===== src/hw/rtl/sor_pkg.sv =====
// Shared types, notice codes and pattern move table for the sonar obstacle reaction block.
`timescale 1ns / 1ps
`default_nettype none
package sor_pkg;

  localparam int MaxNotices = 5;

  localparam logic [2:0] NOTICE_CLEAR   = 3'd0;
  localparam logic [2:0] NOTICE_STOP    = 3'd1;
  localparam logic [2:0] NOTICE_UPDATE  = 3'd2;
  localparam logic [2:0] NOTICE_MOVE    = 3'd3;
  localparam logic [2:0] NOTICE_NORMAL  = 3'd4;
  localparam logic [2:0] NOTICE_RESTART = 3'd5;

  localparam logic [1:0] MODE_OFF   = 2'd0;
  localparam logic [1:0] MODE_FIRST = 2'd1;
  localparam logic [1:0] MODE_EXEC  = 2'd2;

  localparam logic [3:0] NO_PATTERN = 4'd15;

  localparam logic [2:0] TURN_NONE = 3'd0;
  localparam logic       WAY_AHEAD = 1'b0;
  localparam logic       WAY_BACK  = 1'b1;

  localparam logic [2:0] REG_THRESHOLD = 3'd0;
  localparam logic [15:0] THRESHOLD_RESET = 16'd500;

  typedef struct packed {
    logic [2:0] kind;
    logic [2:0] turn_before;
    logic       travel_way;
    logic [2:0] turn_after;
    logic [3:0] pattern;
  } notice_t;

  typedef struct packed {
    logic [2:0]                  cnt;
    notice_t [MaxNotices-1:0]    rec;
  } plan_t;

  typedef struct packed {
    logic       two;
    logic [2:0] after_first;
    logic [2:0] before_second;
  } pat_move_t;

  function automatic notice_t make_notice(input logic [2:0] kind, input logic [2:0] tb,
                                          input logic way, input logic [2:0] ta,
                                          input logic [3:0] pat);
    notice_t r;
    r.kind        = kind;
    r.turn_before = tb;
    r.travel_way  = way;
    r.turn_after  = ta;
    r.pattern     = pat;
    return r;
  endfunction

  function automatic pat_move_t pattern_moves(input logic [3:0] p);
    pat_move_t m;
    case (p)
      4'd0:    m = '{1'b0, 3'd3, 3'd0};
      4'd1:    m = '{1'b1, 3'd0, 3'd3};
      4'd2:    m = '{1'b1, 3'd0, 3'd3};
      4'd3:    m = '{1'b1, 3'd0, 3'd2};
      4'd4:    m = '{1'b1, 3'd0, 3'd2};
      4'd5:    m = '{1'b1, 3'd0, 3'd6};
      4'd6:    m = '{1'b0, 3'd3, 3'd0};
      4'd7:    m = '{1'b1, 3'd0, 3'd3};
      4'd8:    m = '{1'b1, 3'd0, 3'd2};
      4'd9:    m = '{1'b1, 3'd0, 3'd6};
      4'd10:   m = '{1'b1, 3'd0, 3'd6};
      4'd11:   m = '{1'b0, 3'd1, 3'd0};
      4'd12:   m = '{1'b1, 3'd0, 3'd4};
      4'd13:   m = '{1'b1, 3'd0, 3'd4};
      4'd14:   m = '{1'b1, 3'd0, 3'd5};
      default: m = '{1'b0, 3'd0, 3'd0};
    endcase
    return m;
  endfunction

  function automatic logic [3:0] classify(input logic ll, input logic l, input logic f,
                                          input logic r, input logic rr);
    logic [3:0] p;
    if (ll) begin
      if (!l)      p = 4'd4;
      else if (!f) p = 4'd3;
      else if (!r) p = 4'd2;
      else         p = rr ? 4'd0 : 4'd1;
    end else if (l) begin
      if (!f)      p = 4'd8;
      else if (!r) p = 4'd7;
      else         p = rr ? 4'd5 : 4'd6;
    end else if (f) begin
      if (!r)      p = 4'd11;
      else         p = rr ? 4'd9 : 4'd10;
    end else if (r) begin
      p = rr ? 4'd12 : 4'd14;
    end else if (rr) begin
      p = 4'd13;
    end else begin
      p = NO_PATTERN;
    end
    return p;
  endfunction

endpackage
`default_nettype wire


===== src/hw/rtl/sor_front.sv =====
// Front end: classifies a sonar request, steps both trackers and builds the notice plan.
`timescale 1ns / 1ps
`default_nettype none
module sor_front
  import sor_pkg::*;
(
  input  wire logic               clk,
  input  wire logic               rst,
  input  wire logic [15:0]        threshold,
  input  wire logic               accept,
  input  wire logic               sonar_side,
  input  wire logic [15:0]        range_a,
  input  wire logic [15:0]        range_b,
  input  wire logic [15:0]        range_c,
  input  wire logic [15:0]        range_d,
  input  wire logic [15:0]        range_e,
  input  wire logic signed [15:0] left_wheel_speed,
  input  wire logic signed [15:0] right_wheel_speed,
  input  wire logic               action_pending,
  input  wire logic [1:0]         action_kind,
  input  wire logic signed [31:0] action_amount,
  output plan_t                   plan
);

  logic [1:0] front_mode, front_mode_next;
  logic [1:0] back_mode, back_mode_next;
  logic [3:0] acted_pattern, acted_pattern_next;

  logic bl, br, bf, bll, brr, any_blocked, back_travel;
  logic [3:0] pat;
  pat_move_t  mv;
  logic [2:0] n;

  assign bl  = range_a < threshold;
  assign br  = range_b < threshold;
  assign bf  = range_c < threshold;
  assign bll = range_d < threshold;
  assign brr = range_e < threshold;
  assign any_blocked = bl | br | bf | bll | brr;
  assign back_travel = action_pending ? (action_kind == 2'd1 && action_amount[31])
                                      : (left_wheel_speed[15] && right_wheel_speed[15]);
  assign pat = classify(bll, bl, bf, br, brr);
  assign mv  = pattern_moves(pat);

  always_comb begin
    plan               = '0;
    front_mode_next    = front_mode;
    back_mode_next     = back_mode;
    acted_pattern_next = acted_pattern;
    for (int i = 0; i < MaxNotices; i++) begin
      plan.rec[i] = make_notice(NOTICE_CLEAR, TURN_NONE, WAY_AHEAD, TURN_NONE, NO_PATTERN);
    end
    n = 3'd1;
    if (back_travel) begin
      if (sonar_side && any_blocked) begin
        if (back_mode == MODE_OFF) begin
          plan.rec[n] = make_notice(NOTICE_STOP, TURN_NONE, WAY_AHEAD, TURN_NONE, NO_PATTERN);
          n = n + 3'd1;
          back_mode_next = MODE_FIRST;
        end else if (back_mode == MODE_FIRST) begin
          plan.rec[n] = make_notice(NOTICE_UPDATE, TURN_NONE, WAY_AHEAD, TURN_NONE, NO_PATTERN);
          n = n + 3'd1;
          plan.rec[n] = make_notice(NOTICE_MOVE, TURN_NONE, WAY_AHEAD, TURN_NONE, NO_PATTERN);
          n = n + 3'd1;
          back_mode_next = MODE_EXEC;
        end
        plan.rec[n] = make_notice(NOTICE_NORMAL, TURN_NONE, WAY_AHEAD, TURN_NONE, NO_PATTERN);
        n = n + 3'd1;
      end else if (back_mode == MODE_EXEC && !action_pending) begin
        back_mode_next = MODE_OFF;
        plan.rec[n] = make_notice(NOTICE_RESTART, TURN_NONE, WAY_AHEAD, TURN_NONE, NO_PATTERN);
        n = n + 3'd1;
      end
    end else begin
      if (!sonar_side && any_blocked) begin
        if (front_mode == MODE_OFF) begin
          plan.rec[n] = make_notice(NOTICE_STOP, TURN_NONE, WAY_AHEAD, TURN_NONE, NO_PATTERN);
          n = n + 3'd1;
          front_mode_next = MODE_FIRST;
        end else begin
          plan.rec[n] = make_notice(NOTICE_UPDATE, TURN_NONE, WAY_AHEAD, TURN_NONE, NO_PATTERN);
          n = n + 3'd1;
          if (pat != NO_PATTERN) begin
            if (front_mode == MODE_FIRST) begin
              front_mode_next    = MODE_EXEC;
              acted_pattern_next = pat;
              plan.rec[n] = make_notice(NOTICE_MOVE, TURN_NONE, WAY_BACK, mv.after_first, pat);
              n = n + 3'd1;
              if (mv.two) begin
                plan.rec[n] = make_notice(NOTICE_MOVE, mv.before_second, WAY_AHEAD,
                                          TURN_NONE, pat);
                n = n + 3'd1;
              end
            end else if (front_mode == MODE_EXEC && acted_pattern != pat) begin
              front_mode_next = MODE_OFF;
            end
          end
        end
        plan.rec[n] = make_notice(NOTICE_NORMAL, TURN_NONE, WAY_AHEAD, TURN_NONE, NO_PATTERN);
        n = n + 3'd1;
      end else if (front_mode != MODE_OFF && !action_pending) begin
        front_mode_next = MODE_OFF;
        plan.rec[n] = make_notice(NOTICE_RESTART, TURN_NONE, WAY_AHEAD, TURN_NONE, NO_PATTERN);
        n = n + 3'd1;
      end
    end
    plan.cnt = n;
  end

  always_ff @(posedge clk) begin
    if (rst) begin
      front_mode    <= MODE_OFF;
      back_mode     <= MODE_OFF;
      acted_pattern <= NO_PATTERN;
    end else if (accept) begin
      front_mode    <= front_mode_next;
      back_mode     <= back_mode_next;
      acted_pattern <= acted_pattern_next;
    end
  end

  a_plan_count: assert property (@(posedge clk) disable iff (rst)
    accept |-> (plan.cnt != 3'd0 && plan.cnt <= 3'(MaxNotices)))
    else $error("plan count out of range");
  a_front_mode: assert property (@(posedge clk) disable iff (rst)
    front_mode != 2'd3 && back_mode != 2'd3)
    else $error("tracker mode corrupted");
  a_exec_pattern: assert property (@(posedge clk) disable iff (rst)
    (front_mode == MODE_EXEC) |-> (acted_pattern != NO_PATTERN))
    else $error("front tracker executing without a pattern");

endmodule
`default_nettype wire


===== src/hw/rtl/sor_queue.sv =====
// Two-entry plan queue between the front end and the notice sequencer.
`timescale 1ns / 1ps
`default_nettype none
module sor_queue
  import sor_pkg::*;
(
  input  wire logic clk,
  input  wire logic rst,
  input  wire logic push,
  input  plan_t     push_plan,
  output logic      not_full,
  input  wire logic pop,
  output logic      not_empty,
  output plan_t     head_plan
);

  plan_t      entries [2];
  logic       wr_ptr, rd_ptr;
  logic [1:0] count;

  assign not_full  = count != 2'd2;
  assign not_empty = count != 2'd0;
  assign head_plan = entries[rd_ptr];

  always_ff @(posedge clk) begin
    if (push) begin
      entries[wr_ptr] <= push_plan;
    end
  end

  always_ff @(posedge clk) begin
    if (rst) begin
      wr_ptr <= 1'b0;
      rd_ptr <= 1'b0;
      count  <= 2'd0;
    end else begin
      if (push) wr_ptr <= ~wr_ptr;
      if (pop)  rd_ptr <= ~rd_ptr;
      count <= count + 2'(push) - 2'(pop);
    end
  end

  a_no_overflow: assert property (@(posedge clk) disable iff (rst)
    push |-> not_full)
    else $error("push into full queue");
  a_no_underflow: assert property (@(posedge clk) disable iff (rst)
    pop |-> not_empty)
    else $error("pop from empty queue");
  a_count_range: assert property (@(posedge clk) disable iff (rst)
    count != 2'd3)
    else $error("queue count out of range");

endmodule
`default_nettype wire


===== src/hw/rtl/sor_back.sv =====
// Back end: walks a plan one notice per cycle into the output register, holding while out_ready stalls it.
`timescale 1ns / 1ps
`default_nettype none
module sor_back
  import sor_pkg::*;
(
  input  wire logic  clk,
  input  wire logic  rst,
  input  wire logic  q_valid,
  input  plan_t      q_plan,
  output logic       q_pop,
  output logic       out_valid,
  input  wire logic  out_ready,
  output logic [2:0] notice_kind,
  output logic [2:0] turn_before,
  output logic       travel_way,
  output logic [2:0] turn_after,
  output logic [3:0] blocked_pattern,
  output logic       last_of_run
);

  plan_t      cur;
  logic       cur_valid;
  logic [2:0] idx;
  logic       load, at_last;
  notice_t    out_rec;

  assign load    = cur_valid && (!out_valid || out_ready);
  assign at_last = idx == cur.cnt - 3'd1;
  assign q_pop   = q_valid && (!cur_valid || (load && at_last));

  always_ff @(posedge clk) begin
    if (rst) begin
      cur_valid <= 1'b0;
      idx       <= 3'd0;
      out_valid <= 1'b0;
    end else begin
      if (q_pop) begin
        cur_valid <= 1'b1;
        idx       <= 3'd0;
      end else if (load) begin
        if (at_last) cur_valid <= 1'b0;
        else         idx <= idx + 3'd1;
      end
      if (load)           out_valid <= 1'b1;
      else if (out_ready) out_valid <= 1'b0;
    end
  end

  always_ff @(posedge clk) begin
    if (q_pop) cur <= q_plan;
    if (load) begin
      out_rec     <= cur.rec[idx];
      last_of_run <= at_last;
    end
  end

  assign notice_kind     = out_rec.kind;
  assign turn_before     = out_rec.turn_before;
  assign travel_way      = out_rec.travel_way;
  assign turn_after      = out_rec.turn_after;
  assign blocked_pattern = out_rec.pattern;

  a_idx_range: assert property (@(posedge clk) disable iff (rst)
    cur_valid |-> (idx < cur.cnt))
    else $error("notice index beyond plan");
  a_first_clear: assert property (@(posedge clk) disable iff (rst)
    (load && idx == 3'd0) |=> (notice_kind == NOTICE_CLEAR))
    else $error("plan does not open with a clear notice");

endmodule
`default_nettype wire


===== src/hw/rtl/sonar_obstacle_reaction_fsm.sv =====
// Top level of the sonar obstacle reaction block: register port, front end, queue, back end.
//
//   channel  | handshake                 | payload
//   ---------+---------------------------+------------------------------------------
//   in       | in_valid / in_ready       | sonar_side, range_a..e, speeds, action_*
//   out      | out_valid / out_ready     | notice_kind, turns, travel_way, pattern, last
//   config   | psel/penable/pwrite/pready| paddr, pwdata, prdata (obstacle_threshold)
//
// A request is classified and its tracker state updated in the cycle it is accepted.
// Each request yields 1 to 5 notices; the back end emits one notice per cycle while
// out_ready does not stall it. The first notice passes through the queue entry, the
// back end's plan register and the output register; in_ready drops only in reset or when
// both queue entries are full. Reset is synchronous and clears the trackers and the queue.
`timescale 1ns / 1ps
`default_nettype none
module sonar_obstacle_reaction_fsm
  import sor_pkg::*;
(
  input  wire logic               clk,
  input  wire logic               rst,
  input  wire logic               psel,
  input  wire logic               penable,
  input  wire logic               pwrite,
  input  wire logic [2:0]         paddr,
  input  wire logic [31:0]        pwdata,
  output logic [31:0]             prdata,
  output logic                    pready,
  input  wire logic               in_valid,
  output logic                    in_ready,
  input  wire logic               sonar_side,
  input  wire logic [15:0]        range_a,
  input  wire logic [15:0]        range_b,
  input  wire logic [15:0]        range_c,
  input  wire logic [15:0]        range_d,
  input  wire logic [15:0]        range_e,
  input  wire logic signed [15:0] left_wheel_speed,
  input  wire logic signed [15:0] right_wheel_speed,
  input  wire logic               action_pending,
  input  wire logic [1:0]         action_kind,
  input  wire logic signed [31:0] action_amount,
  output logic                    out_valid,
  input  wire logic               out_ready,
  output logic [2:0]              notice_kind,
  output logic [2:0]              turn_before,
  output logic                    travel_way,
  output logic [2:0]              turn_after,
  output logic [3:0]              blocked_pattern,
  output logic                    last_of_run
);

  logic [15:0] threshold;
  logic        accept, q_not_full, q_not_empty, q_pop;
  plan_t       new_plan, head_plan;

  assign pready = 1'b1;
  assign prdata = (paddr == REG_THRESHOLD) ? {16'd0, threshold} : 32'd0;

  always_ff @(posedge clk) begin
    if (rst) begin
      threshold <= THRESHOLD_RESET;
    end else if (psel && penable && pwrite && pready && paddr == REG_THRESHOLD) begin
      threshold <= pwdata[15:0];
    end
  end

  assign in_ready = q_not_full && !rst;
  assign accept   = in_valid && in_ready;

  sor_front u_front (
    .clk               (clk),
    .rst               (rst),
    .threshold         (threshold),
    .accept            (accept),
    .sonar_side        (sonar_side),
    .range_a           (range_a),
    .range_b           (range_b),
    .range_c           (range_c),
    .range_d           (range_d),
    .range_e           (range_e),
    .left_wheel_speed  (left_wheel_speed),
    .right_wheel_speed (right_wheel_speed),
    .action_pending    (action_pending),
    .action_kind       (action_kind),
    .action_amount     (action_amount),
    .plan              (new_plan)
  );

  sor_queue u_queue (
    .clk       (clk),
    .rst       (rst),
    .push      (accept),
    .push_plan (new_plan),
    .not_full  (q_not_full),
    .pop       (q_pop),
    .not_empty (q_not_empty),
    .head_plan (head_plan)
  );

  sor_back u_back (
    .clk             (clk),
    .rst             (rst),
    .q_valid         (q_not_empty),
    .q_plan          (head_plan),
    .q_pop           (q_pop),
    .out_valid       (out_valid),
    .out_ready       (out_ready),
    .notice_kind     (notice_kind),
    .turn_before     (turn_before),
    .travel_way      (travel_way),
    .turn_after      (turn_after),
    .blocked_pattern (blocked_pattern),
    .last_of_run     (last_of_run)
  );

endmodule
`default_nettype wire


===== config.mk =====
export PLATFORM = sky130hd
export DESIGN_NAME = sonar_obstacle_reaction_fsm
export DESIGN_NICKNAME = d
export VERILOG_FILES = /design/src/hw/rtl/sor_pkg.sv /design/src/hw/rtl/sor_front.sv /design/src/hw/rtl/sor_queue.sv /design/src/hw/rtl/sor_back.sv /design/src/hw/rtl/sonar_obstacle_reaction_fsm.sv
export SDC_FILE = /design/constraint.sdc
export NUM_CORES = 1
export LEC_CHECK = 0
export ABC_CLOCK_PERIOD_IN_PS = 6500
export BUFFER_PORTS_ARGS = -buffer_cell sky130_fd_sc_hd__buf_4
export CAP_MARGIN = 30
export CORE_ASPECT_RATIO = 2
export CORE_UTILIZATION = 58
export DETAILED_ROUTE_END_ITERATION = 8
export PLACE_DENSITY = 0.82
export RECOVER_POWER = 100
export SETUP_SLACK_MARGIN = 0.15
export SKIP_LAST_GASP = 1
export SYNTH_ARGS = -nofsm -noshare
export SYNTH_HDL_FRONTEND = slang
export SYNTH_HIERARCHICAL = 1
export SYNTH_SLANG_ARGS = --single-unit

===== constraint.sdc =====
create_clock -name clk -period 6.5 [get_ports clk]
set_input_delay 0.325 -clock clk [delete_from_list [all_inputs] [get_ports clk]]
set_output_delay 0.325 -clock clk [all_outputs]
set_load 0.005 [all_outputs]

==> results.cfg <==
[synth]
netlist_area_um2 = 13500
synth_edf_count = 234
postSynthAreaPerCell_um2 = 14.2
yosysUniqueCellTypes = 77
syn_inst = 956
ys_async_sr_fraction_pct = 0
synth_seq_area_share_pct = 56.9
yosys_warnings = 6
synth_seq_cells = 268
ys.flop_type = edfxtp_1

[outcome]
status = finished, violations left
violations = capacitance limit, slew limit

[power_and_ir_drop]
switching_share_pct = 26.1
internal-power_mw = 3.46
power_mw = 4.68
p_leak_nw = 5.77
p_per_area_nw_per_um2 = 314
pwr-share-comb_pct = 20.6
pwr-share-clk_pct = 27.9
switching_power_mw = 1.22
p_seq_share_pct = 51.5
ir_drop_uv = 291

[sta]
clock_skew_ns = 0.0193
finalHoldViolCount = 0
fmax_mhz = 190
finalSetupViolCount = 0
rsz0062_at_grt = false
tightest_slew_ns = 4.07
timing.final.ws_setup_ns = 1.24
holdWs_ns = 0.0662
tns_ns = 0
slew_headroom_pct = -171
min_period_over_period_pct = 81.0
fin_crit_ns = 5.26
finalMaxSlewViolations = 300

[clock_tree]
clk_path_buf_depth = 3
clkSlewWorstSetupHoldPaths_ns = 0.07
clk_latency_ns = 0.51
root_buffer = clkbuf_16
clock-sinks = 268
cts_tree = built
cts_hold_buf = 0
cts_buffers = 23
cts_setup_buffers = 0
cts_resized = 0
cts_max_level = 1

[global_routing]
grt_usage_pct = 22.1
grt_pass1_wl_um = 39700
grt_start_max_net_pins = 78
antenna_found_initial = 0
grt_pass1_vias = 8163
grt.overflow.total = 0

[worst_setup_path]
critical_path.top_delay_family = buffers and inverters
required_ns = 6.55
path_cells = inv_1, nand2_1, nor2b_1, and2_0, nor2b_1, clkbuf_1
crit_path_start_kind = flip-flop
rr_startpoint = u_queue/count[0]
crit_type = reg2reg
cp_max_fo = 51
path_buf_inv = 2
cp_slowest_cell = clkbuf_1
worstPathArrival_ns = 5.31
crit_path_end_kind = flip-flop
cp_common_cell = nor2b_1
cpPeakStageDelay_ns = 2.18
crit_start = u_queue/count[0]

[floorplan]
coreArea_um2 = 22800
io-pin-count = 240
initial_utilization_pct = 59.3
dieWidth_um = 110
die_area_um2 = 24000
die_h_um = 218
num_rows = 78

[route]
via_per_inst = 5.56
ant_nets = 0
drt-initial-drc-count = 346
totalWireLength_um = 25600
drc = 0
vias = 7780
wl_per_cell_um = 18.3
dr.pass1.iters = 4

[final_layout]
nFillCells = 1710
syn2layout_area_growth_pct = 9.95
postLayoutCellArea_um2 = 14900
final_cell_mix = edfxtp_1, buf_4, ha_1, mux2_1, conb_1
layout_commonest_cell = edfxtp_1
finalNetCount = 1385
drive_gt1_share_pct = 19.2
final_cells = 1399
post-route-util_pct = 65.2
antenna_cells = 0

[placement]
gp_congestion = 0.863
io_buffers = 145
dp_cells = 1357
dp_worst_setup_slack_ns = 1.72
hpwl_um = 18300
placedInstanceArea_um2 = 14500

[worst_hold_path]
hp-class = in2reg
hp-start = pwdata[8]

[job]
maxCapViolCount = 7
[power groups by stage]
stage / sequential [mW] / combinational (mW) / clock, mW
floorplan: 2.37 / 0.956 / 0
global placement: 2.42 / 1.06 / 0
detailed placement: 2.45 / 1.10 / 0
CTS: 2.42 / 1.12 / 1.33
global route: 2.44 / 1.05 / 1.39
finish: 2.41 / 0.962 / 1.31
[worst reg2reg max path, stage by stage, from the launching register on]
cell and delay, ns:
dfxtp_1 0.34, inv_1 0.06, nand2_1 0.06, nor2b_1 0.16, and2_0 0.37, nor2b_1 1.55
clkbuf_1 2.19
[kinds of logic after synthesis]
group	Yosys count	synth area share, %
simple gates	209	8.34
compound gates	121	6.13
fa+ha+maj	91	8.41
mux	109	12.0
flops	268	56.9
buf+inv	141	7.00
xor+xnor	13	1.06
other cells	4	0.111
[final cells by class]
| class | instances | area [um^2] | area share (%) |
|---|---|---|---|
| sequential | 268 | 7710 | 51.8 |
| multi-input combinational | 606 | 4810 | 32.3 |
| timing repair buffer | 154 | 1120 | 7.55 |
| clock buffer | 26 | 597 | 4.01 |
| tap | 280 | 350 | 2.35 |
| inverter | 51 | 191 | 1.29 |
| clock inverter | 14 | 113 | 0.756 |
[synthesized netlist by cell type, types with 14 or more instances]
cell type	instances	area, um^2
mux4_2	14	315
o21ai_0	34	170
nand2_1	50	188
ha_1	91	1140
and2_1	19	119
a21oi_1	28	140
nor2_1	44	165
inv_1	51	191
nand2b_1	26	163
dfxtp_1	34	681
edfxtp_1	234	7030
mux2i_1	20	200
buf_4	67	503
mux2_4	71	1070
[sequential cells by signal, indices dropped and copies added (netlist names), named ones only]
| register | flops |
|---|---|
| u_back/travel_way | 1 |
| u_back/blocked_pattern | 4 |
| u_back/cur | 73 |
| u_back/cur_valid | 1 |
| u_queue/wr_ptr | 1 |
| threshold | 16 |
| u_queue/count | 2 |
| u_front/acted_pattern | 4 |
| u_back/turn_before | 3 |
| u_back/turn_after | 3 |
| u_back/out_valid | 1 |
| u_queue/rd_ptr | 1 |
| u_front/front_mode | 2 |
| u_back/last_of_run | 1 |
| u_back/idx | 3 |
| u_queue/entries | 146 |
| u_back/notice_kind | 3 |
| u_front/back_mode | 2 |
[per-layer routing]
metal / up-vias / routed length [um] / track usage (%)
met3: 79 / 1210 / 3.31
met2: 277 / 14600 / 43.4
met4: 0 / 1350 / 12.1
li1: 3701 / - / -
met5: - / 0 / 0
met1: 3723 / 8440 / 20.7
[final timing paths]
path	end	slack (ns)	cells past startpoint
min	threshold[8]	0.07	3
max reg2reg	u_queue/entries[0][0]	1.24	6
min reg2reg	u_front/acted_pattern[0]	0.49	1
max	u_queue/entries[0][0]	1.24	6
(Power assumes the default switching activity.)
